File: config.mk
export PLATFORM = sky130hd
export DESIGN_NAME = bog_front
export DESIGN_NICKNAME = d
export VERILOG_FILES = /design/src/sv/bog_pkg.sv /design/src/sv/bog_fifo.sv /design/src/sv/bog_front.sv
export SDC_FILE = /design/constraint.sdc
export NUM_CORES = 1
export LEC_CHECK = 0
export BUFFER_PORTS_ARGS = -buffer_cell sky130_fd_sc_hd__clkbuf_2
export CELL_PAD_IN_SITES_DETAIL_PLACEMENT = 1
export CELL_PAD_IN_SITES_GLOBAL_PLACEMENT = 1
export CORE_MARGIN = 2
export CORE_UTILIZATION = 42
export CTS_BUF_LIST = sky130_fd_sc_hd__clkbuf_4 sky130_fd_sc_hd__clkbuf_8
export CTS_CLUSTER_DIAMETER = 30
export DETAILED_ROUTE_END_ITERATION = 6
export PLACE_DENSITY_LB_ADDON = 0.1
export SETUP_SLACK_MARGIN = 0.5
export SKIP_LAST_GASP = 1
export SLEW_MARGIN = 5
export SYNTH_ARGS = -nofsm -noshare
export SYNTH_HDL_FRONTEND = slang
export SYNTH_SLANG_ARGS = --single-unit
File: constraint.sdc
create_clock -name i_clk -period 3.8 [get_ports i_clk]
set_clock_uncertainty 0.2 [all_clocks]
set_input_delay 0.57 -clock i_clk [delete_from_list [all_inputs] [get_ports i_clk]]
set_output_delay 0.57 -clock i_clk [all_outputs]
set_load 0.02 [all_outputs]
File: src/sv/bog_pkg.sv
package bog_pkg;

    // Default sizing handed to the top level
    localparam int MAX_RANK_DEF   = 4;
    localparam int DIM_BITS_DEF   = 16;
    localparam int INDEX_BITS_DEF = 32;

    // Register port geometry: four 64-bit registers at 8-byte spacing
    localparam int CFG_DATA_W = 64;
    localparam int CFG_IDX_W  = 2;
    localparam int CFG_ADDR_W = CFG_IDX_W + 3;
    localparam int RANK_W     = 3;
    localparam int ORANK_W    = 4;

    localparam logic [CFG_DATA_W-1:0] DIMS_RESET = 64'h0001_0001_0001_0001;
    localparam logic [RANK_W-1:0]     RANK_RESET = 3'd1;

    // Small word queues between the parts
    localparam int FIFO_DEPTH = 2;
    localparam int FIFO_PTR_W = $clog2(FIFO_DEPTH);
    localparam int FIFO_CNT_W = $clog2(FIFO_DEPTH + 1);

    typedef enum logic [CFG_IDX_W-1:0] {
        REG_LEFT_DIMS,
        REG_RIGHT_DIMS,
        REG_LEFT_RANK,
        REG_RIGHT_RANK
    } t_reg_idx;

    typedef enum logic [1:0] {
        CMD_ERROR,
        CMD_EXHAUSTED,
        CMD_RESTART,
        CMD_ADVANCE
    } t_cmd_kind;

    typedef struct packed {
        t_cmd_kind kind;
        logic      last;
    } t_cmd_ctl;

    typedef struct packed {
        logic busy;
        logic ok;
    } t_shape_status;

    typedef struct packed {
        logic last;
        logic exhausted;
        logic shape_error;
    } t_out_flags;

    typedef enum logic [1:0] {
        BK_IDLE,
        BK_MUL,
        BK_SUM
    } t_back_state;

endpackage

File: src/sv/bog_fifo.sv
module bog_fifo #(
    parameter int WIDTH = 8
) (
    input  logic             i_clk,
    input  logic             i_rst_n,
    input  logic             i_push,
    input  logic [WIDTH-1:0] i_data,
    output logic             o_full,
    input  logic             i_pop,
    output logic             o_empty,
    output logic [WIDTH-1:0] o_data
);
    import bog_pkg::*;

    logic [WIDTH-1:0]      r_mem [FIFO_DEPTH];
    logic [FIFO_PTR_W-1:0] r_wptr;
    logic [FIFO_PTR_W-1:0] r_rptr;
    logic [FIFO_CNT_W-1:0] r_count;
    logic                  w_push_ok;
    logic                  w_pop_ok;

    assign o_full    = (r_count == FIFO_CNT_W'(FIFO_DEPTH));
    assign o_empty   = (r_count == '0);
    assign w_push_ok = i_push && !o_full;
    assign w_pop_ok  = i_pop && !o_empty;
    assign o_data    = r_mem[r_rptr];

    // Store the incoming word
    always_ff @(posedge i_clk) begin
        if (w_push_ok) begin
            r_mem[r_wptr] <= i_data;
        end
    end

    // Advance pointers and occupancy
    always_ff @(posedge i_clk) begin
        if (!i_rst_n) begin
            r_wptr  <= '0;
            r_rptr  <= '0;
            r_count <= '0;
        end else begin
            if (w_push_ok) begin
                r_wptr <= (r_wptr == FIFO_PTR_W'(FIFO_DEPTH - 1)) ? '0 : r_wptr + 1'b1;
            end
            if (w_pop_ok) begin
                r_rptr <= (r_rptr == FIFO_PTR_W'(FIFO_DEPTH - 1)) ? '0 : r_rptr + 1'b1;
            end
            if (w_push_ok && !w_pop_ok) begin
                r_count <= r_count + 1'b1;
            end else if (w_pop_ok && !w_push_ok) begin
                r_count <= r_count - 1'b1;
            end
        end
    end

endmodule

File: src/sv/bog_front.sv
module bog_front #(
    parameter int INDEX_BITS = 32
) (
    input  logic                   i_clk,
    input  logic                   i_rst_n,
    input  logic                   i_push,
    input  logic                   i_restart,
    output logic                   o_full,
    input  bog_pkg::t_shape_status i_status,
    input  logic [INDEX_BITS-1:0]  i_total_m1,
    output logic                   o_cmd_empty,
    input  logic                   i_cmd_pop,
    output bog_pkg::t_cmd_ctl      o_cmd_ctl,
    output logic [INDEX_BITS-1:0]  o_cmd_index
);
    import bog_pkg::*;

    localparam int CMD_W = $bits(t_cmd_ctl) + INDEX_BITS;

    logic [INDEX_BITS-1:0] r_count;
    logic                  r_finished;
    logic [INDEX_BITS-1:0] n_count;
    logic                  n_finished;

    logic                  w_accept;
    logic                  w_q_full;
    t_cmd_ctl              w_ctl;
    logic [INDEX_BITS-1:0] w_index;
    logic [INDEX_BITS-1:0] w_inc;
    logic [CMD_W-1:0]      w_q_out;

    assign o_full   = w_q_full || i_status.busy;
    assign w_accept = i_push && !o_full;
    assign w_inc    = r_count + 1'b1;

    // Classify the word and track the element count
    always_comb begin
        n_count    = r_count;
        n_finished = r_finished;
        w_index    = '0;
        w_ctl.kind = CMD_EXHAUSTED;
        w_ctl.last = 1'b0;
        priority if (!i_status.ok) begin
            w_ctl.kind = CMD_ERROR;
            n_finished = 1'b1;
        end else if (i_restart) begin
            w_ctl.kind = CMD_RESTART;
            n_count    = '0;
            n_finished = (i_total_m1 == '0);
            w_ctl.last = n_finished;
        end else if (r_finished) begin
            w_ctl.kind = CMD_EXHAUSTED;
        end else begin
            w_ctl.kind = CMD_ADVANCE;
            n_count    = w_inc;
            n_finished = (w_inc >= i_total_m1);
            w_index    = w_inc;
            w_ctl.last = n_finished;
        end
    end

    always_ff @(posedge i_clk) begin
        if (!i_rst_n) begin
            r_count    <= '0;
            r_finished <= 1'b1;
        end else if (w_accept) begin
            r_count    <= n_count;
            r_finished <= n_finished;
        end
    end

    // Queue classified words for the back end
    bog_fifo #(
        .WIDTH (CMD_W)
    ) u_cmd_q (
        .i_clk   (i_clk),
        .i_rst_n (i_rst_n),
        .i_push  (w_accept),
        .i_data  ({w_ctl, w_index}),
        .o_full  (w_q_full),
        .i_pop   (i_cmd_pop),
        .o_empty (o_cmd_empty),
        .o_data  (w_q_out)
    );

    assign o_cmd_ctl   = t_cmd_ctl'(w_q_out[CMD_W-1:INDEX_BITS]);
    assign o_cmd_index = w_q_out[INDEX_BITS-1:0];

endmodule

==> metrics.csv <==
metric,value,unit
Worst-path clk slew,0.10,ns
latest clock arrival within the worst-skew pair,0.39,ns
Root Buffer,clkbuf_8,
simple-gate portion of the synthesized area,0.172,
cell count after synthesis,551,
RePlAce Congestion,0.834,
Total Wirelength,15800,microns
final worst-path cycle share,0.909,
adder and majority gate portion of the synthesized area,0.0741,
Iteration-0 DRC Markers,228,
worst slew pin tran,0.690,ns
die width,121,microns
Final Instance Area,7040,sq um
WHS Path Cells,2,
synth unique cells,44,
Post-synth EDFFs,70,
final slew viol count,0,
sequential fraction of the synthesis area,0.499,
routed len/inst,18.7,microns
layout net count,734,
CTS Buffer Depth,2,
Reg-to-Reg End,u_cmd_q.r_mem[1][32],
Max-Slew Margin vs Limit,0.528,
DP HPWL,11300,microns
Most used DFF post-synth,edfxtp_1,
worst-path fanout max,6,
number of CTS-inserted buffers,9,
cell area power density,397,nW/um^2
R2R cell count,13,
crit path capture type,flop,
Setup Crit Path Kind,reg2reg,
area of the multi-input gates,2840,sq um
Initial Utilization,0.432,
crit path DAT,3.47,ns
worst vdd ir,0.000324,V
initial antenna violation count,0,
CP Launch Type,flop,
syn avg cell area,10.4,sq um
Setup Viol. Count Final,0,
asr flop ratio synth,0,
largest net degree at the start of global routing,38,
Power Total,2.79,mW
Hold WS,0.289,ns
post-layout minimum cycle time,3.45,ns
WHS Endpoint,r_count[22],
H-tree depth,3,
Post-DRT Antenna Nets,0,
TritonCTS sink count,108,
Placeable Area,13300,sq um
layout cells sized above 1,0.333,
final non-filler cell total,842,
"Hold Vio Cnt, Final",0,
number of port buffers,75,
static leakage,2.94,nW
GRT Total Usage,0.224,
RSZ-0062 raised after global routing,yes,
first-pass GRT wire length,25000,microns
vias in the first global route,4721,
Rows,42,
die height,121,microns
Placed Area,6460,sq um
drt pass-1 iters,4,
Sequential Area,2900,sq um
Ys Warns,0,
R2R setup slack,0.35,ns
Setup TNS,0,ns
RR Startpoint,r_count[4],
largest family of logic cells by synthesized area,simple AND/OR/NAND/NOR gates,
Max Clk Rate,0.289,GHz
status,"complete, no violations",
XOR/XNOR Fraction of Synth Area,0.0532,
synthesized area,5740,sq um
Die ar.,14600,sq um
area grow syn2layout,22.7,%
grt ovf,0,
Layout fillers,1516,
Synth Area in Compound Gates,0.0918,
Yosys reg bits,108,
Hold Crit Class,reg2reg,
mux contribution to synthesized area,0.0687,
vias post-DR,4521,
MaxCap Viol Count,0,
DRC Markers,0,
dpl cells,803,
Synthesized Nets,624,
vias per cell,5.37,
Worst Path Required,3.81,ns
HP Start,r_count[22],
CTS tree,done,
IO Count,76,
ANT cells,0,
-- worst max path at each step --
stage	endpoint	cells after the start	from	slack, ns
global placement	u_cmd_q.r_mem[1][32]	13	r_count[3]	0.15
global route	u_cmd_q.r_mem[0][32]	13	r_count[2]	0.20
detailed placement	u_cmd_q.r_mem[0][32]	13	r_count[3]	0.06
floorplan	u_cmd_q.r_mem[0][32]	13	r_count[3]	0.53
finish	u_cmd_q.r_mem[1][32]	13	r_count[4]	0.35
CTS	u_cmd_q.r_mem[0][32]	13	r_count[4]	0.41
-- cell usage after synthesis (all sizes together) (4+ instances only) --
library cell / n / area share
ha: 34 / 0.074
and3: 12 / 0.013
inv: 44 / 0.029
clkbuf: 17 / 0.011
and4: 5 / 0.0076
xor2: 16 / 0.026
nor2b: 24 / 0.026
xnor2: 18 / 0.027
a21oi: 43 / 0.037
dfxtp: 38 / 0.13
or3: 10 / 0.011
nand4: 8 / 0.0087
nor3: 9 / 0.0078
mux2: 35 / 0.069
o21ai: 22 / 0.019
a22oi: 9 / 0.012
nor2: 45 / 0.030
a31oi: 6 / 0.0065
or4: 4 / 0.0052
nand2: 30 / 0.020
nor4: 9 / 0.014
nand3: 16 / 0.014
edfxtp: 70 / 0.37
-- cells in the final DEF (no fill, tap or decap), types with 9 or more instances in the layout --
cell,netlist,layout
clkbuf_2,0,75
edfxtp_1,70,70
nor2_1,44,44
inv_1,43,43
a21oi_1,43,43
buf_4,0,43
mux2_2,35,35
ha_1,34,32
nand2_1,30,29
nor2b_1,24,24
o21ai_0,22,22
dfxtp_1,38,20
xnor2_1,18,14
nand3_1,16,13
xor2_1,15,12
dfxtp_2,0,12
clkbuf_8,0,11
or3_1,10,10
a22oi_1,9,9
-- critical path: stages (launching register included) --
cell and delay, ns:
dfxtp_2 0.35, nand3_2 0.08, or4_4 0.56, nor4_4 0.17, buf_6 0.16, and3_4 0.22
xnor2_2 0.07, ha_1 0.32, nand4_1 0.20, nor4_2 0.30, nand2_1 0.10, a31oi_2 0.21
nor3_2 0.09, a211oi_2 0.23
-- cell families (layout without fill, tap and decap cells) --
family                   Yosys count  after routing
AO/OA/AOI/OAI                     92             92
XOR/XNOR                          34             34
adder cells (fa/ha/maj)           34             34
buffers and inverters             64            179
flip-flops                       108            108
multiplexers                      35             35
AND/OR/NAND/NOR                  184            184
-- registers in the layout, indices dropped and copies added (netlist names), named ones only --
| name | flops |
|---|---|
| u_cmd_q.r_mem | 70 |
| r_finished | 1 |
| u_cmd_q.r_rptr | 1 |
| u_cmd_q.r_wptr | 1 |
| r_count | 32 |
| u_cmd_q.r_count | 2 |
-- metal layers --
metal | vias up | wire (microns) | GRT usage
li1 | 2192 | - | -
met1 | 2219 | 7370 | 0.302
met2 | 93 | 7590 | 0.373
met3 | 17 | 554 | 0.0263
met4 | 0 | 267 | 0.0763
met5 | - | 0 | 0
-- power breakdown --
part / internal (mW) / switching, mW / total [mW]
Sequential: 1.32 / 0.0322 / 1.35
Combinational: 0.268 / 0.425 / 0.694
Clock: 0.342 / 0.409 / 0.752
Total: 1.93 / 0.867 / 2.79
-- stage by stage --
step / utilization / worst slack [ns]
2_1_floorplan: - / 0.526
3_3_place_gp: 0.486 / 0.148
3_5_place_dp: 0.486 / 0.0578
4_1_cts: 0.519 / 0.412
5_1_grt: 0.530 / 0.202
6_report: 0.530 / 0.346
-- cell type report --
type,instances,area share
inverter,44,0.0235
clock inverter,5,0.00835
multi-input combinational,379,0.403
clock buffer,11,0.0215
sequential,108,0.412
tap,176,0.0313
timing repair buffer,119,0.101
-- what timing repair did --
action                                 in CTS  in global routing
endpoints found under the hold margin       0                  0
hold buffers                                0                  0
pin swaps                                   9                 12
setup endpoints to repair                   3                  3
resized for setup                          29                 23
buffers inserted                           15                  8
Power figures use the tool's default switching activity.
