File: config.mk
export PLATFORM = sky130hd
export DESIGN_NAME = bog_cfg
export DESIGN_NICKNAME = d
export VERILOG_FILES = /design/src/sv/bog_pkg.sv /design/src/sv/bog_cfg.sv
export SDC_FILE = /design/constraint.sdc
export NUM_CORES = 2
export LEC_CHECK = 0
export BUFFER_PORTS_ARGS = -buffer_cell sky130_fd_sc_hd__buf_2
export CAP_MARGIN = 0
export CORE_UTILIZATION = 55
export DETAILED_ROUTE_END_ITERATION = 10
export HOLD_SLACK_MARGIN = 0.05
export PLACE_DENSITY = 0.74
export SYNTH_ARGS = -nofsm -noshare
export SYNTH_HDL_FRONTEND = slang
export SYNTH_SLANG_ARGS = --single-unit
File: constraint.sdc
create_clock -name i_clk -period 15.5 [get_ports i_clk]
set_clock_uncertainty 0.15 [all_clocks]
set_input_delay 0 -clock i_clk [delete_from_list [all_inputs] [get_ports i_clk]]
set_output_delay 0 -clock i_clk [all_outputs]
set_load 0.005 [all_outputs]
File: src/sv/bog_pkg.sv
package bog_pkg;

    // Default sizing handed to the top level
    localparam int MAX_RANK_DEF   = 4;
    localparam int DIM_BITS_DEF   = 16;
    localparam int INDEX_BITS_DEF = 32;

    // Register port geometry: four 64-bit registers at 8-byte spacing
    localparam int CFG_DATA_W = 64;
    localparam int CFG_IDX_W  = 2;
    localparam int CFG_ADDR_W = CFG_IDX_W + 3;
    localparam int RANK_W     = 3;
    localparam int ORANK_W    = 4;

    localparam logic [CFG_DATA_W-1:0] DIMS_RESET = 64'h0001_0001_0001_0001;
    localparam logic [RANK_W-1:0]     RANK_RESET = 3'd1;

    // Small word queues between the parts
    localparam int FIFO_DEPTH = 2;
    localparam int FIFO_PTR_W = $clog2(FIFO_DEPTH);
    localparam int FIFO_CNT_W = $clog2(FIFO_DEPTH + 1);

    typedef enum logic [CFG_IDX_W-1:0] {
        REG_LEFT_DIMS,
        REG_RIGHT_DIMS,
        REG_LEFT_RANK,
        REG_RIGHT_RANK
    } t_reg_idx;

    typedef enum logic [1:0] {
        CMD_ERROR,
        CMD_EXHAUSTED,
        CMD_RESTART,
        CMD_ADVANCE
    } t_cmd_kind;

    typedef struct packed {
        t_cmd_kind kind;
        logic      last;
    } t_cmd_ctl;

    typedef struct packed {
        logic busy;
        logic ok;
    } t_shape_status;

    typedef struct packed {
        logic last;
        logic exhausted;
        logic shape_error;
    } t_out_flags;

    typedef enum logic [1:0] {
        BK_IDLE,
        BK_MUL,
        BK_SUM
    } t_back_state;

endpackage

File: src/sv/bog_cfg.sv
module bog_cfg #(
    parameter int MAX_RANK   = 4,
    parameter int DIM_BITS   = 16,
    parameter int INDEX_BITS = 32
) (
    input  logic                            i_clk,
    input  logic                            i_rst_n,
    input  logic                            i_psel,
    input  logic                            i_penable,
    input  logic                            i_pwrite,
    input  logic [bog_pkg::CFG_ADDR_W-1:0]  i_paddr,
    input  logic [bog_pkg::CFG_DATA_W-1:0]  i_pwdata,
    output logic [bog_pkg::CFG_DATA_W-1:0]  o_prdata,
    output logic                            o_pready,
    output bog_pkg::t_shape_status          o_status,
    output logic [INDEX_BITS-1:0]           o_total_m1,
    output logic [bog_pkg::ORANK_W-1:0]     o_orank,
    output logic [DIM_BITS-1:0]             o_out_dims [MAX_RANK],
    output logic                            o_left_unit [MAX_RANK],
    output logic                            o_right_unit [MAX_RANK],
    output logic [INDEX_BITS-1:0]           o_left_stride [MAX_RANK],
    output logic [INDEX_BITS-1:0]           o_right_stride [MAX_RANK]
);
    import bog_pkg::*;

    localparam int AXIS_W = (MAX_RANK > 1) ? $clog2(MAX_RANK) : 1;
    localparam int PW     = INDEX_BITS + DIM_BITS;
    localparam logic [ORANK_W-1:0] MaxRank = ORANK_W'(MAX_RANK);
    localparam logic [DIM_BITS-1:0] DimOne = DIM_BITS'(1);

    logic [CFG_DATA_W-1:0] r_left_dims;
    logic [CFG_DATA_W-1:0] r_right_dims;
    logic [RANK_W-1:0]     r_left_rank;
    logic [RANK_W-1:0]     r_right_rank;

    logic                  r_busy;
    logic [AXIS_W-1:0]     r_axis;
    logic                  r_ok;
    logic [INDEX_BITS-1:0] r_total;
    logic [INDEX_BITS-1:0] r_lstr;
    logic [INDEX_BITS-1:0] r_rstr;
    logic [DIM_BITS-1:0]   r_od [MAX_RANK];
    logic                  r_lunit [MAX_RANK];
    logic                  r_runit [MAX_RANK];
    logic [INDEX_BITS-1:0] r_lstride [MAX_RANK];
    logic [INDEX_BITS-1:0] r_rstride [MAX_RANK];

    logic                  w_write;
    t_reg_idx              w_idx;
    logic [ORANK_W-1:0]    w_lrank;
    logic [ORANK_W-1:0]    w_rrank;
    logic [DIM_BITS-1:0]   w_lfield [MAX_RANK];
    logic [DIM_BITS-1:0]   w_rfield [MAX_RANK];
    logic [DIM_BITS-1:0]   w_ld;
    logic [DIM_BITS-1:0]   w_rd;
    logic [DIM_BITS-1:0]   w_od;
    logic                  w_dim_err;
    logic [PW-1:0]         w_prod;
    logic [PW-1:0]         w_lnext;
    logic [PW-1:0]         w_rnext;
    logic                  w_ovf;

    assign o_pready = 1'b1;
    assign w_write  = i_psel && i_penable && i_pwrite;
    assign w_idx    = t_reg_idx'(i_paddr[CFG_ADDR_W-1:3]);

    // Read back the addressed register
    always_comb begin
        unique case (w_idx)
            REG_LEFT_DIMS:  o_prdata = r_left_dims;
            REG_RIGHT_DIMS: o_prdata = r_right_dims;
            REG_LEFT_RANK:  o_prdata = CFG_DATA_W'(r_left_rank);
            REG_RIGHT_RANK: o_prdata = CFG_DATA_W'(r_right_rank);
            default:        o_prdata = '0;
        endcase
    end

    // Clamp ranks and unpack the dimension fields
    always_comb begin
        w_lrank = ({1'b0, r_left_rank} > MaxRank) ? MaxRank : {1'b0, r_left_rank};
        w_rrank = ({1'b0, r_right_rank} > MaxRank) ? MaxRank : {1'b0, r_right_rank};
        for (int a = 0; a < MAX_RANK; a++) begin
            w_lfield[a] = DIM_BITS'(r_left_dims >> (a * DIM_BITS));
            w_rfield[a] = DIM_BITS'(r_right_dims >> (a * DIM_BITS));
        end
    end

    assign o_orank = (w_lrank > w_rrank) ? w_lrank : w_rrank;

    // Check one axis per cycle: broadcast rule, element count, strides
    always_comb begin
        w_ld      = (ORANK_W'(r_axis) < w_lrank) ? w_lfield[r_axis] : DimOne;
        w_rd      = (ORANK_W'(r_axis) < w_rrank) ? w_rfield[r_axis] : DimOne;
        w_od      = (w_ld > w_rd) ? w_ld : w_rd;
        w_dim_err = (w_ld == '0) || (w_rd == '0)
                    || ((w_ld != w_rd) && (w_ld != DimOne) && (w_rd != DimOne));
        w_prod    = PW'(r_total) * PW'(w_od);
        w_lnext   = PW'(r_lstr) * PW'(w_ld);
        w_rnext   = PW'(r_rstr) * PW'(w_rd);
        w_ovf     = (w_prod[PW-1:INDEX_BITS] != '0);
    end

    // Hold the registers and run the shape check after reset or any write
    always_ff @(posedge i_clk) begin
        if (!i_rst_n) begin
            r_left_dims  <= DIMS_RESET;
            r_right_dims <= DIMS_RESET;
            r_left_rank  <= RANK_RESET;
            r_right_rank <= RANK_RESET;
            r_busy       <= 1'b1;
            r_axis       <= '0;
            r_ok         <= 1'b1;
            r_total      <= INDEX_BITS'(1);
            r_lstr       <= INDEX_BITS'(1);
            r_rstr       <= INDEX_BITS'(1);
        end else if (w_write) begin
            unique case (w_idx)
                REG_LEFT_DIMS:  r_left_dims  <= i_pwdata;
                REG_RIGHT_DIMS: r_right_dims <= i_pwdata;
                REG_LEFT_RANK:  r_left_rank  <= i_pwdata[RANK_W-1:0];
                REG_RIGHT_RANK: r_right_rank <= i_pwdata[RANK_W-1:0];
                default: ;
            endcase
            r_busy  <= 1'b1;
            r_axis  <= '0;
            r_ok    <= 1'b1;
            r_total <= INDEX_BITS'(1);
            r_lstr  <= INDEX_BITS'(1);
            r_rstr  <= INDEX_BITS'(1);
        end else if (r_busy) begin
            r_ok    <= r_ok && !w_dim_err && !w_ovf;
            r_total <= w_prod[INDEX_BITS-1:0];
            r_lstr  <= w_lnext[INDEX_BITS-1:0];
            r_rstr  <= w_rnext[INDEX_BITS-1:0];
            if (r_axis == AXIS_W'(MAX_RANK - 1)) begin
                r_busy <= 1'b0;
            end else begin
                r_axis <= r_axis + 1'b1;
            end
        end
    end

    // Record per-axis results of the check
    always_ff @(posedge i_clk) begin
        if (r_busy) begin
            r_od[r_axis]      <= w_od;
            r_lunit[r_axis]   <= (w_ld == DimOne);
            r_runit[r_axis]   <= (w_rd == DimOne);
            r_lstride[r_axis] <= r_lstr;
            r_rstride[r_axis] <= r_rstr;
        end
    end

    assign o_status.busy  = r_busy;
    assign o_status.ok    = r_ok;
    assign o_total_m1     = r_total - 1'b1;
    assign o_out_dims     = r_od;
    assign o_left_unit    = r_lunit;
    assign o_right_unit   = r_runit;
    assign o_left_stride  = r_lstride;
    assign o_right_stride = r_rstride;

endmodule

==> metrics.txt <==
outcome=complete, no violations; leading area contributor after synthesis=fa_1; setup tns final=0 ns; Final Max Tran Viols=0; Max-Cap Viols=0; sequential share of power=44.5%; Ys Warns=0; sequential fraction of the synthesis area=24.1%; synthesized cell area=60300 um^2; RSZ-0062 raised after global routing=no; Gate power share=15.6%; fraction of layout cells with a size suffix above 1=11.8%; crit path kind=register to register; HP Class=input pin to register; die height=333 um; syn nets=7560; Clk pwr share=39.9%; drt pass-1 iters=5; max incr delay on CP=1.03 ns; Worst R2R Start=r_left_rank[2]; relative slew slack=19.8%; R2R cell count=37; Clk Latency, worst-skew pair=0.69 ns; Post-Route WL=170 mm; FMAX=79.7 MHz; total gr overflow=0; worst vdd ir=0.0000829 V; multi-input logic area=40600 um^2; Met1 Wirelength=66.6 mm; Slew @ Worst Pin=1.20 ns; met2 wire len=80.7 mm; antenna violations before repair=13; Arr. time, crit path=12.99 ns; vias per cell=5.70; Tmin final=12.55 ns; PostCTS Resize Cnt=0; Final Hold Fails=0; CTS max path bufs=3; worst-path fanout max=36; uppermost layer routed=met5; most frequent cells in the layout=nand2_1, inv_1, fa_1, buf_2, and2_1; Tcrit/Tclk final=81.0%; Setup crit start=r_left_rank[2]; synthesized flop and latch total=562; clk root buf=clkbuf_16; Worst EP required=15.94 ns; Final GP Congestion=0.911; switching pwr=1.21 mW; number of flops mapped to enable cells by yosys=328; Syn Inst Count=6184; top-area cell type share of the netlist area=34.1%; Routed Antenna Nets=0; met3 WL=15.3 mm; critical path startpoint category=register; TritonCTS clock tree=done; Tot GR Track Use=31.3%; CTS clock-pin slew for the worst setup and hold paths=0.08 ns; Layout area overhead=12.0%; num ports=505; ys flop type=edfxtp_1; first-pass GRT wire length=270 mm; Die Wd=333 um; vias in the first global route=48700; Total Die Area=111000 um^2; Routed WL per cell=21.0 um; top cells by area, synth=fa_1, edfxtp_1, dfxtp_1; Synth async-reset ratio=0%; standby leakage power=29.5 nW; PortBufs=499; num rows=121; Vias=46000; cts bufs inserted=66; Core Region=109000 um^2; crit path capture type=register; largest net degree at the start of global routing=135; hold path depth=4; Syn Area/Cell=9.75 um^2; CP max stage cell=mux2_2; Netlist cell types=73; PD cells=61.1 nW/um^2; CTS sink count=562; H-tree depth=3; internal power=2.92 mW; Initial DRC Count=3364; register area=14500 um^2; most common cell after layout, fill and taps aside=nand2_1; fill cell count=8825; utilization after layout=62.0%; cell mode on critical path=fa_1; Initial Util=55.4%; post-CTS setup repair buffer count=0; Residual DRC=0; Final nets=7977; switching share of total power=29.3%; hold path start=i_pwdata[62]; post-DP HPWL=120 mm; Final Setup Violations=0
## what timing repair did
| item | in CTS | in global routing |
|---|---|---|
| hold buffers | 133 | 0 |
| setup endpoints to repair | 0 | 0 |
| endpoints found under the hold margin | 180 | 0 |
## per-stage QoR
stage | power, mW | worst slack [ns] | std cells | cell area, um^2 | hold WS, ns
after floorplan | 2.17 | 5.31 | 6184 | 60300 | -0.0260
after global placement | 2.47 | 3.33 | 7814 | 63900 | 0.0786
after detailed placement | 2.48 | 3.16 | 7814 | 63900 | 0.0869
after CTS | 4.16 | 3.09 | 8069 | 67500 | 0.0516
after global routing | 4.28 | 2.06 | 8073 | 67500 | 0.0779
final | 4.13 | 2.95 | 8073 | 67500 | 0.0843
## critical path: cells and delay by family, from the launching register on
family          cells  cell delay [ns]
mux                 1             1.03
fa+ha+maj           9             4.07
simple gates        9             2.72
xor+xnor            1             0.15
flops               1             0.53
buf+inv             5             0.83
compound gates     12             2.98
## final cells by class
type | instances | area share (%)
sequential | 562 | 21.5
clock inverter | 47 | 0.869
tap | 1414 | 2.62
inverter | 1039 | 5.77
antenna | 4 | 0.0148
clock buffer | 75 | 2.50
timing repair buffer | 713 | 6.58
multi-input combinational | 4219 | 60.1
## power by group through the flow
stage          Sequential (mW)  Combinational (mW)  Clock [mW]
2_1_floorplan             1.87               0.303           0
3_3_place_gp              1.86               0.607           0
3_5_place_dp              1.87               0.614           0
4_1_cts                   1.84               0.643        1.68
5_1_grt                   1.85               0.692        1.73
6_report                  1.84               0.643        1.65
## cell families (layout without fill, tap and decap cells)
group | count (synthesis) | in the layout | share of synthesized area (%)
flops | 562 | 562 | 24.1
compound gates | 487 | 487 | 5.48
mux | 177 | 177 | 3.71
simple gates | 2100 | 2100 | 15.8
buf+inv | 1403 | 1874 | 8.80
other cells | 2 | 6 | 0.0125
xor+xnor | 151 | 151 | 2.28
fa+ha+maj | 1302 | 1302 | 39.8
## registers in the layout (all words and copies together) (netlist names)
signal and count:
o_left_stride 128, o_left_unit 4, o_out_dims 64, o_right_stride 128, o_right_unit 4, r_axis 2
r_busy 1, r_left_dims 64, r_left_rank 3, r_lstr 32, r_ok 1, r_right_dims 64
r_right_rank 3, r_rstr 32, r_total 32
## per-layer routing
layer	vias to the layer above	global-route usage, %
li1	19900	-
met1	23600	41.2
met2	2175	51.5
met3	428	5.88
met4	2	12.2
met5	-	0
## synthesized netlist by cell type (13+ instances only)
| cell type | instances |
|---|---|
| and2_1 | 449 |
| dfxtp_1 | 234 |
| o21ai_0 | 69 |
| nand4_1 | 21 |
| inv_1 | 1038 |
| mux2i_1 | 126 |
| nor3_1 | 39 |
| a21oi_1 | 101 |
| buf_1 | 32 |
| nor2_1 | 223 |
| mux4_2 | 33 |
| nor4_1 | 13 |
| clkbuf_1 | 320 |
| o21a_1 | 16 |
| xnor2_1 | 106 |
| nand2b_1 | 14 |
| edfxtp_1 | 328 |
| a21o_1 | 45 |
| nand2_1 | 1190 |
| ha_1 | 276 |
| fa_1 | 1026 |
| a211oi_1 | 26 |
| a21boi_0 | 133 |
| a31oi_1 | 14 |
| mux2_2 | 16 |
| nor2b_1 | 21 |
| xor2_1 | 41 |
| nand3_1 | 46 |
| and3_1 | 36 |
## final timing paths
check                                         to  slack (ns)
worst max-delay path                        r_ok        2.95
worst min register to register   r_left_dims[63]        0.33
worst min-delay path            r_right_dims[62]        0.08
worst max register to register              r_ok        2.95
No activity file was read; power rests on OpenSTA's default activity.
