**src/sv/bog_pkg.sv**
```systemverilog
package bog_pkg;

    // Default sizing handed to the top level
    localparam int MAX_RANK_DEF   = 4;
    localparam int DIM_BITS_DEF   = 16;
    localparam int INDEX_BITS_DEF = 32;

    // Register port geometry: four 64-bit registers at 8-byte spacing
    localparam int CFG_DATA_W = 64;
    localparam int CFG_IDX_W  = 2;
    localparam int CFG_ADDR_W = CFG_IDX_W + 3;
    localparam int RANK_W     = 3;
    localparam int ORANK_W    = 4;

    localparam logic [CFG_DATA_W-1:0] DIMS_RESET = 64'h0001_0001_0001_0001;
    localparam logic [RANK_W-1:0]     RANK_RESET = 3'd1;

    // Small word queues between the parts
    localparam int FIFO_DEPTH = 2;
    localparam int FIFO_PTR_W = $clog2(FIFO_DEPTH);
    localparam int FIFO_CNT_W = $clog2(FIFO_DEPTH + 1);

    typedef enum logic [CFG_IDX_W-1:0] {
        REG_LEFT_DIMS,
        REG_RIGHT_DIMS,
        REG_LEFT_RANK,
        REG_RIGHT_RANK
    } t_reg_idx;

    typedef enum logic [1:0] {
        CMD_ERROR,
        CMD_EXHAUSTED,
        CMD_RESTART,
        CMD_ADVANCE
    } t_cmd_kind;

    typedef struct packed {
        t_cmd_kind kind;
        logic      last;
    } t_cmd_ctl;

    typedef struct packed {
        logic busy;
        logic ok;
    } t_shape_status;

    typedef struct packed {
        logic last;
        logic exhausted;
        logic shape_error;
    } t_out_flags;

    typedef enum logic [1:0] {
        BK_IDLE,
        BK_MUL,
        BK_SUM
    } t_back_state;

endpackage

```
**src/sv/bog_fifo.sv**
```systemverilog
module bog_fifo #(
    parameter int WIDTH = 8
) (
    input  logic             i_clk,
    input  logic             i_rst_n,
    input  logic             i_push,
    input  logic [WIDTH-1:0] i_data,
    output logic             o_full,
    input  logic             i_pop,
    output logic             o_empty,
    output logic [WIDTH-1:0] o_data
);
    import bog_pkg::*;

    logic [WIDTH-1:0]      r_mem [FIFO_DEPTH];
    logic [FIFO_PTR_W-1:0] r_wptr;
    logic [FIFO_PTR_W-1:0] r_rptr;
    logic [FIFO_CNT_W-1:0] r_count;
    logic                  w_push_ok;
    logic                  w_pop_ok;

    assign o_full    = (r_count == FIFO_CNT_W'(FIFO_DEPTH));
    assign o_empty   = (r_count == '0);
    assign w_push_ok = i_push && !o_full;
    assign w_pop_ok  = i_pop && !o_empty;
    assign o_data    = r_mem[r_rptr];

    // Store the incoming word
    always_ff @(posedge i_clk) begin
        if (w_push_ok) begin
            r_mem[r_wptr] <= i_data;
        end
    end

    // Advance pointers and occupancy
    always_ff @(posedge i_clk) begin
        if (!i_rst_n) begin
            r_wptr  <= '0;
            r_rptr  <= '0;
            r_count <= '0;
        end else begin
            if (w_push_ok) begin
                r_wptr <= (r_wptr == FIFO_PTR_W'(FIFO_DEPTH - 1)) ? '0 : r_wptr + 1'b1;
            end
            if (w_pop_ok) begin
                r_rptr <= (r_rptr == FIFO_PTR_W'(FIFO_DEPTH - 1)) ? '0 : r_rptr + 1'b1;
            end
            if (w_push_ok && !w_pop_ok) begin
                r_count <= r_count + 1'b1;
            end else if (w_pop_ok && !w_push_ok) begin
                r_count <= r_count - 1'b1;
            end
        end
    end

endmodule

```
**src/sv/bog_back.sv**
```systemverilog
module bog_back #(
    parameter int MAX_RANK   = 4,
    parameter int DIM_BITS   = 16,
    parameter int INDEX_BITS = 32
) (
    input  logic                        i_clk,
    input  logic                        i_rst_n,
    input  logic                        i_cmd_empty,
    output logic                        o_cmd_pop,
    input  bog_pkg::t_cmd_ctl           i_cmd_ctl,
    input  logic [INDEX_BITS-1:0]       i_cmd_index,
    input  logic [bog_pkg::ORANK_W-1:0] i_orank,
    input  logic [DIM_BITS-1:0]         i_out_dims [MAX_RANK],
    input  logic                        i_left_unit [MAX_RANK],
    input  logic                        i_right_unit [MAX_RANK],
    input  logic [INDEX_BITS-1:0]       i_left_stride [MAX_RANK],
    input  logic [INDEX_BITS-1:0]       i_right_stride [MAX_RANK],
    output logic                        o_empty,
    input  logic                        i_pop,
    output logic [INDEX_BITS-1:0]       o_out_index,
    output logic [INDEX_BITS-1:0]       o_left_offset,
    output logic [INDEX_BITS-1:0]       o_right_offset,
    output bog_pkg::t_out_flags         o_flags
);
    import bog_pkg::*;

    localparam int AXIS_W = (MAX_RANK > 1) ? $clog2(MAX_RANK) : 1;
    localparam int PW     = INDEX_BITS + DIM_BITS;
    localparam int OUT_W  = 3 * INDEX_BITS + $bits(t_out_flags);

    t_back_state           r_state, n_state;
    logic [AXIS_W-1:0]     r_axis, n_axis;
    logic [DIM_BITS-1:0]   r_coord [MAX_RANK];
    logic [DIM_BITS-1:0]   n_coord [MAX_RANK];
    logic [INDEX_BITS-1:0] r_index, n_index;
    logic                  r_last, n_last;
    logic [INDEX_BITS-1:0] r_lprod, n_lprod;
    logic [INDEX_BITS-1:0] r_rprod, n_rprod;
    logic [INDEX_BITS-1:0] r_lacc, n_lacc;
    logic [INDEX_BITS-1:0] r_racc, n_racc;

    logic [DIM_BITS-1:0]   w_odo [MAX_RANK];
    logic                  w_carry;
    logic [PW-1:0]         w_lmul;
    logic [PW-1:0]         w_rmul;
    logic                  w_out_push;
    logic [OUT_W-1:0]      w_out_data;
    logic                  w_out_full;
    logic [OUT_W-1:0]      w_out_q;
    t_out_flags            w_flags;

    // Step the output odometer over the active axes
    always_comb begin
        w_carry = 1'b1;
        w_odo   = r_coord;
        for (int a = 0; a < MAX_RANK; a++) begin
            if (w_carry && (ORANK_W'(a) < i_orank)) begin
                if (((DIM_BITS + 1)'(r_coord[a]) + 1'b1) < (DIM_BITS + 1)'(i_out_dims[a])) begin
                    w_odo[a] = DIM_BITS'(r_coord[a] + 1'b1);
                    w_carry  = 1'b0;
                end else begin
                    w_odo[a] = '0;
                end
            end
        end
    end

    // One coordinate-by-stride product per source and axis
    assign w_lmul = PW'(r_coord[r_axis]) * PW'(i_left_stride[r_axis]);
    assign w_rmul = PW'(r_coord[r_axis]) * PW'(i_right_stride[r_axis]);

    // Sequencer: take a word, walk the axes for an element word, emit the result
    always_comb begin
        n_state    = r_state;
        n_axis     = r_axis;
        n_coord    = r_coord;
        n_index    = r_index;
        n_last     = r_last;
        n_lprod    = r_lprod;
        n_rprod    = r_rprod;
        n_lacc     = r_lacc;
        n_racc     = r_racc;
        o_cmd_pop  = 1'b0;
        w_out_push = 1'b0;
        w_flags    = '0;
        w_out_data = '0;
        unique case (r_state)
            BK_IDLE: begin
                if (!i_cmd_empty && !w_out_full) begin
                    o_cmd_pop = 1'b1;
                    n_axis    = '0;
                    n_lprod   = '0;
                    n_rprod   = '0;
                    n_lacc    = '0;
                    n_racc    = '0;
                    n_index   = i_cmd_index;
                    n_last    = i_cmd_ctl.last;
                    unique case (i_cmd_ctl.kind)
                        CMD_ERROR: begin
                            w_flags.exhausted   = 1'b1;
                            w_flags.shape_error = 1'b1;
                            w_out_push          = 1'b1;
                            w_out_data          = {{(3 * INDEX_BITS){1'b0}}, w_flags};
                        end
                        CMD_EXHAUSTED: begin
                            w_flags.exhausted = 1'b1;
                            w_out_push        = 1'b1;
                            w_out_data        = {{(3 * INDEX_BITS){1'b0}}, w_flags};
                        end
                        CMD_RESTART: begin
                            for (int a = 0; a < MAX_RANK; a++) begin
                                n_coord[a] = '0;
                            end
                            n_state = BK_MUL;
                        end
                        CMD_ADVANCE: begin
                            n_coord = w_odo;
                            n_state = BK_MUL;
                        end
                        default: ;
                    endcase
                end
            end
            BK_MUL: begin
                n_lprod = i_left_unit[r_axis]  ? '0 : w_lmul[INDEX_BITS-1:0];
                n_rprod = i_right_unit[r_axis] ? '0 : w_rmul[INDEX_BITS-1:0];
                n_lacc  = r_lacc + r_lprod;
                n_racc  = r_racc + r_rprod;
                if (r_axis == AXIS_W'(MAX_RANK - 1)) begin
                    n_state = BK_SUM;
                end else begin
                    n_axis = r_axis + 1'b1;
                end
            end
            BK_SUM: begin
                w_flags.last = r_last;
                w_out_push   = 1'b1;
                w_out_data   = {r_index, r_lacc + r_lprod, r_racc + r_rprod, w_flags};
                n_state      = BK_IDLE;
            end
            default: n_state = BK_IDLE;
        endcase
    end

    always_ff @(posedge i_clk) begin
        if (!i_rst_n) begin
            r_state <= BK_IDLE;
            r_axis  <= '0;
            for (int a = 0; a < MAX_RANK; a++) begin
                r_coord[a] <= '0;
            end
        end else begin
            r_state <= n_state;
            r_axis  <= n_axis;
            r_coord <= n_coord;
        end
    end

    // Datapath registers
    always_ff @(posedge i_clk) begin
        r_index <= n_index;
        r_last  <= n_last;
        r_lprod <= n_lprod;
        r_rprod <= n_rprod;
        r_lacc  <= n_lacc;
        r_racc  <= n_racc;
    end

    // Hold finished results until taken
    bog_fifo #(
        .WIDTH (OUT_W)
    ) u_out_q (
        .i_clk   (i_clk),
        .i_rst_n (i_rst_n),
        .i_push  (w_out_push),
        .i_data  (w_out_data),
        .o_full  (w_out_full),
        .i_pop   (i_pop),
        .o_empty (o_empty),
        .o_data  (w_out_q)
    );

    assign o_out_index    = w_out_q[OUT_W-1 -: INDEX_BITS];
    assign o_left_offset  = w_out_q[OUT_W-1-INDEX_BITS -: INDEX_BITS];
    assign o_right_offset = w_out_q[OUT_W-1-2*INDEX_BITS -: INDEX_BITS];
    assign o_flags        = t_out_flags'(w_out_q[$bits(t_out_flags)-1:0]);

endmodule

```
**config.mk**
```make
export PLATFORM = sky130hd
export DESIGN_NAME = bog_back
export DESIGN_NICKNAME = d
export VERILOG_FILES = /design/src/sv/bog_pkg.sv /design/src/sv/bog_fifo.sv /design/src/sv/bog_back.sv
export SDC_FILE = /design/constraint.sdc
export NUM_CORES = 2
export LEC_CHECK = 0
export BUFFER_PORTS_ARGS = -buffer_cell sky130_fd_sc_hd__buf_2
export CAP_MARGIN = 20
export CORE_MARGIN = 2
export CORE_UTILIZATION = 40
export DETAILED_ROUTE_END_ITERATION = 12
export GPL_TIMING_DRIVEN = 0
export PLACE_DENSITY_LB_ADDON = 0.1
export SLEW_MARGIN = 20
export SYNTH_ARGS = -nofsm -noshare
export SYNTH_HDL_FRONTEND = slang
export SYNTH_SLANG_ARGS = --single-unit
```
**constraint.sdc**
```tcl
create_clock -name i_clk -period 10.1 [get_ports i_clk]
set_clock_uncertainty 0.05 [all_clocks]
set_input_delay 1.01 -clock i_clk [delete_from_list [all_inputs] [get_ports i_clk]]
set_output_delay 1.01 -clock i_clk [all_outputs]
set_load 0.005 [all_outputs]
```
==> key figures <==
Clock network
  – Clk sinks: 432
  – Depth of the CTS H-tree: 2
  – Hold_buf cts: 0
  – Root Driver: clkbuf_16
  – Max clock buf depth: 3
  – CTS tree: built
  – Setup Fix Bufs, Post-CTS: 0
  – Clock-pin slew on the worst setup and hold paths: 60 ps
  – CTS Buf Count: 51
  – Clock latency on the worst-skew pair: 650 ps

Floorplan
  – Die H: 345.3 um
  – Num ports: 472
  – Die Wd: 345.3 um
  – Die ar.: 119200 um2
  – Starting Density: 40.21%
  – Core Footprint: 115900 um2
  – Core Rows: 125

Timing
  – Rel. slew slack: 25.72%
  – Max Slew Vio Count: 0
  – Worst-Margin Slew: 1107 ps
  – Unrepaired setup endpoints after global routing: false
  – FMAX: 0.1029 GHz
  – Final min period: 9714 ps
  – Slack of the critical path: 386.1 ps
  – Setup violations, final: 0
  – Tcrit/Tclk final: 96.18%
  – Min Hold Slack: 452.7 ps
  – Final hold violations: 0

Drt
  – Drt first pass iters: 6
  – Total routed wirelength: 150800 um
  – DRC Markers: 0
  – Via-per-instance ratio: 5.212
  – Iter 0 DRT Violations: 2359
  – Wire per inst: 22.16 um
  – DRT antenna net count: 0
  – Via count: 35460

GRT
  – First-pass GRT wire length: 227200 um
  – Initial antenna violation count: 1
  – Overall Global Routing Usage: 25.35%
  – Total congestion overflow: 0
  – Vias in the first global route: 36570
  – Pin count of the biggest net entering global routing: 54

Synthesis
  – Post-synth net total: 5936
  – Seq/Total Area, Yosys: 26.27%
  – Cells after Synth: 4697
  – Synth Cell Area: 46600 um2
  – Syn Area/Cell: 9.921 um2
  – Area contributors post-synth: fa_1 26%, edfxtp_1 23%, ha_1 6.9%
  – Async SR Flop Fraction: 0%
  – Register bit count reported by yosys: 432
  – Most used DFF post-synth: edfxtp_1
  – Netlist cell types: 85
  – Post-synth EDFFs: 359
  – Leading area contributor after synthesis: fa_1
  – Synth top area share: 26.20%
  – Synth Warn #: 0

Finish
  – Share of layout cells above drive strength 1: 15.92%
  – Most common cell after layout, fill and taps aside: inv_1
  – Commonest non-fill, non-tap cells in the layout: 775 x inv_1, 623 x nand2_1, 610 x fa_1, 495 x buf_2, 375 x nor2_1
  – Nets: 6476
  – Final Util: 45.63%
  – Area Growth Syn to Fin: 13.47%

Setup path
  – WS Path Type: register to register
  – Crit path buf inv count: 10
  – Critical Path Fanout Max: 19
  – Required @ worst endpoint: 10390 ps
  – Startpoint types: register
  – Slowest stage cell on the critical path: mux2i_1
  – Most frequent CP cell: fa_1
  – Crit end category: register
  – Cell family with most CP delay: adder cells
  – Critical Path AT: 10010 ps
  – Largest stage delay on the critical path: 600 ps

Placed design
  – Worst slack at placement: -78.90 ps
  – Port bufs: 470
  – Detailed Place HPWL: 126100 um
  – Placer Congestion: 0.9210

Pwr
  – Power per cell area: 125.4 nW/um2
  – Pleak: 23.43 nW
  – IR drop worst, VDD: 0.0001367 V
  – Pwr Total: 6.633 mW

Hold path
  – Hold Crit Class: register to register

Status
  – Status: finished clean

Run
  – Maxcap violations: 0
[stage by stage]
stage | setup TNS [ps] | instance area (um2) | cells
floorplan | 0 | 46600 | 4697
finish | 0 | 52880 | 6803
CTS | 0 | 52860 | 6803
global route | 0 | 52880 | 6802
global placement | -448660 | 50860 | 6691
detailed placement | -78.90 | 51130 | 6710
[logic make-up after synthesis]
logic type | after synthesis | synth area share (%)
flip-flops | 432 | 26.27
XOR/XNOR | 211 | 3.966
multiplexers | 222 | 6.852
AO/OA/AOI/OAI | 504 | 7.295
buffers and inverters | 991 | 8.186
AND/OR/NAND/NOR | 1469 | 14.30
adder cells (fa/ha/maj) | 868 | 33.13
[Yosys cell counts (14+ instances only)]
master / instances
inv_1: 775
o21bai_1: 14
a31oi_1: 14
edfxtp_1: 359
mux2i_1: 33
o21a_1: 41
mux4_2: 65
a21oi_1: 99
a21o_1: 84
and3_1: 31
or3_1: 15
mux2_2: 123
o21ai_0: 94
o31ai_1: 18
nand2b_1: 31
nor2_1: 375
nor2b_1: 34
and2_1: 202
clkbuf_1: 165
xnor2_1: 141
nand2_1: 624
nand4_1: 17
nor3_1: 23
a21boi_0: 19
buf_2: 28
xor2_1: 70
ha_1: 258
nand3_1: 62
fa_1: 610
o211ai_1: 18
dfxtp_1: 73
[timing repair]
action | CTS | global route
setup endpoints to repair | 1 | 9
gates resized for setup | 3 | 5
hold endpoints to repair | 0 | 0
[final timing paths]
check | from | to | slack, ps | cells after the start
hold / removal | r_coord[42] | r_coord[42] | 450 | 2
hold reg to reg | r_coord[42] | r_coord[42] | 450 | 2
setup / recovery | r_axis[1] | r_rprod[31] | 390 | 29
setup reg to reg | r_axis[1] | r_rprod[31] | 390 | 29
[flip-flops by register name, summed over array words and instances, names as in the netlist, named ones only]
register and cells:
r_lacc 32, r_axis 2, r_racc 32, r_last 1, r_state 2, u_out_q.r_rptr 1
r_rprod 32, r_lprod 32, r_coord 64, u_out_q.r_mem 198, r_index 32, u_out_q.r_wptr 1
u_out_q.r_count 2
[power by group]
group | switching, mW | internal, mW | total (mW)
sequential | 0.0921 | 2.24 | 2.33
combinational | 1.49 | 0.928 | 2.41
clock | 0.775 | 1.11 | 1.88
[layer usage]
metal	routed length [um]	vias up	share of wire, %	track usage (%)
met4	6678	0	4.4	10.15
met5	0	-	0	0
met3	8754	232	5.8	3.539
met2	69350	1210	46	41.05
met1	66000	17780	44	34.36
li1	-	16230	-	-
[worst min-delay path, cell delays in order (launching register included)]
cell	delay (ps)
dfxtp_1	340
nand2_1	70
a21boi_1	50
[layout make-up]
cell class | count | area [um2]
clock buffer | 62 | 1348
antenna | 1 | 2.502
fill | 11330 | 63010
sequential | 432 | 12240
multi-input combinational | 3274 | 30600
inverter | 776 | 2913
tap | 1524 | 1907
timing repair buffer | 489 | 2590
buffer | 213 | 895.9
clock inverter | 32 | 377.9
(Power assumes the default switching activity.)
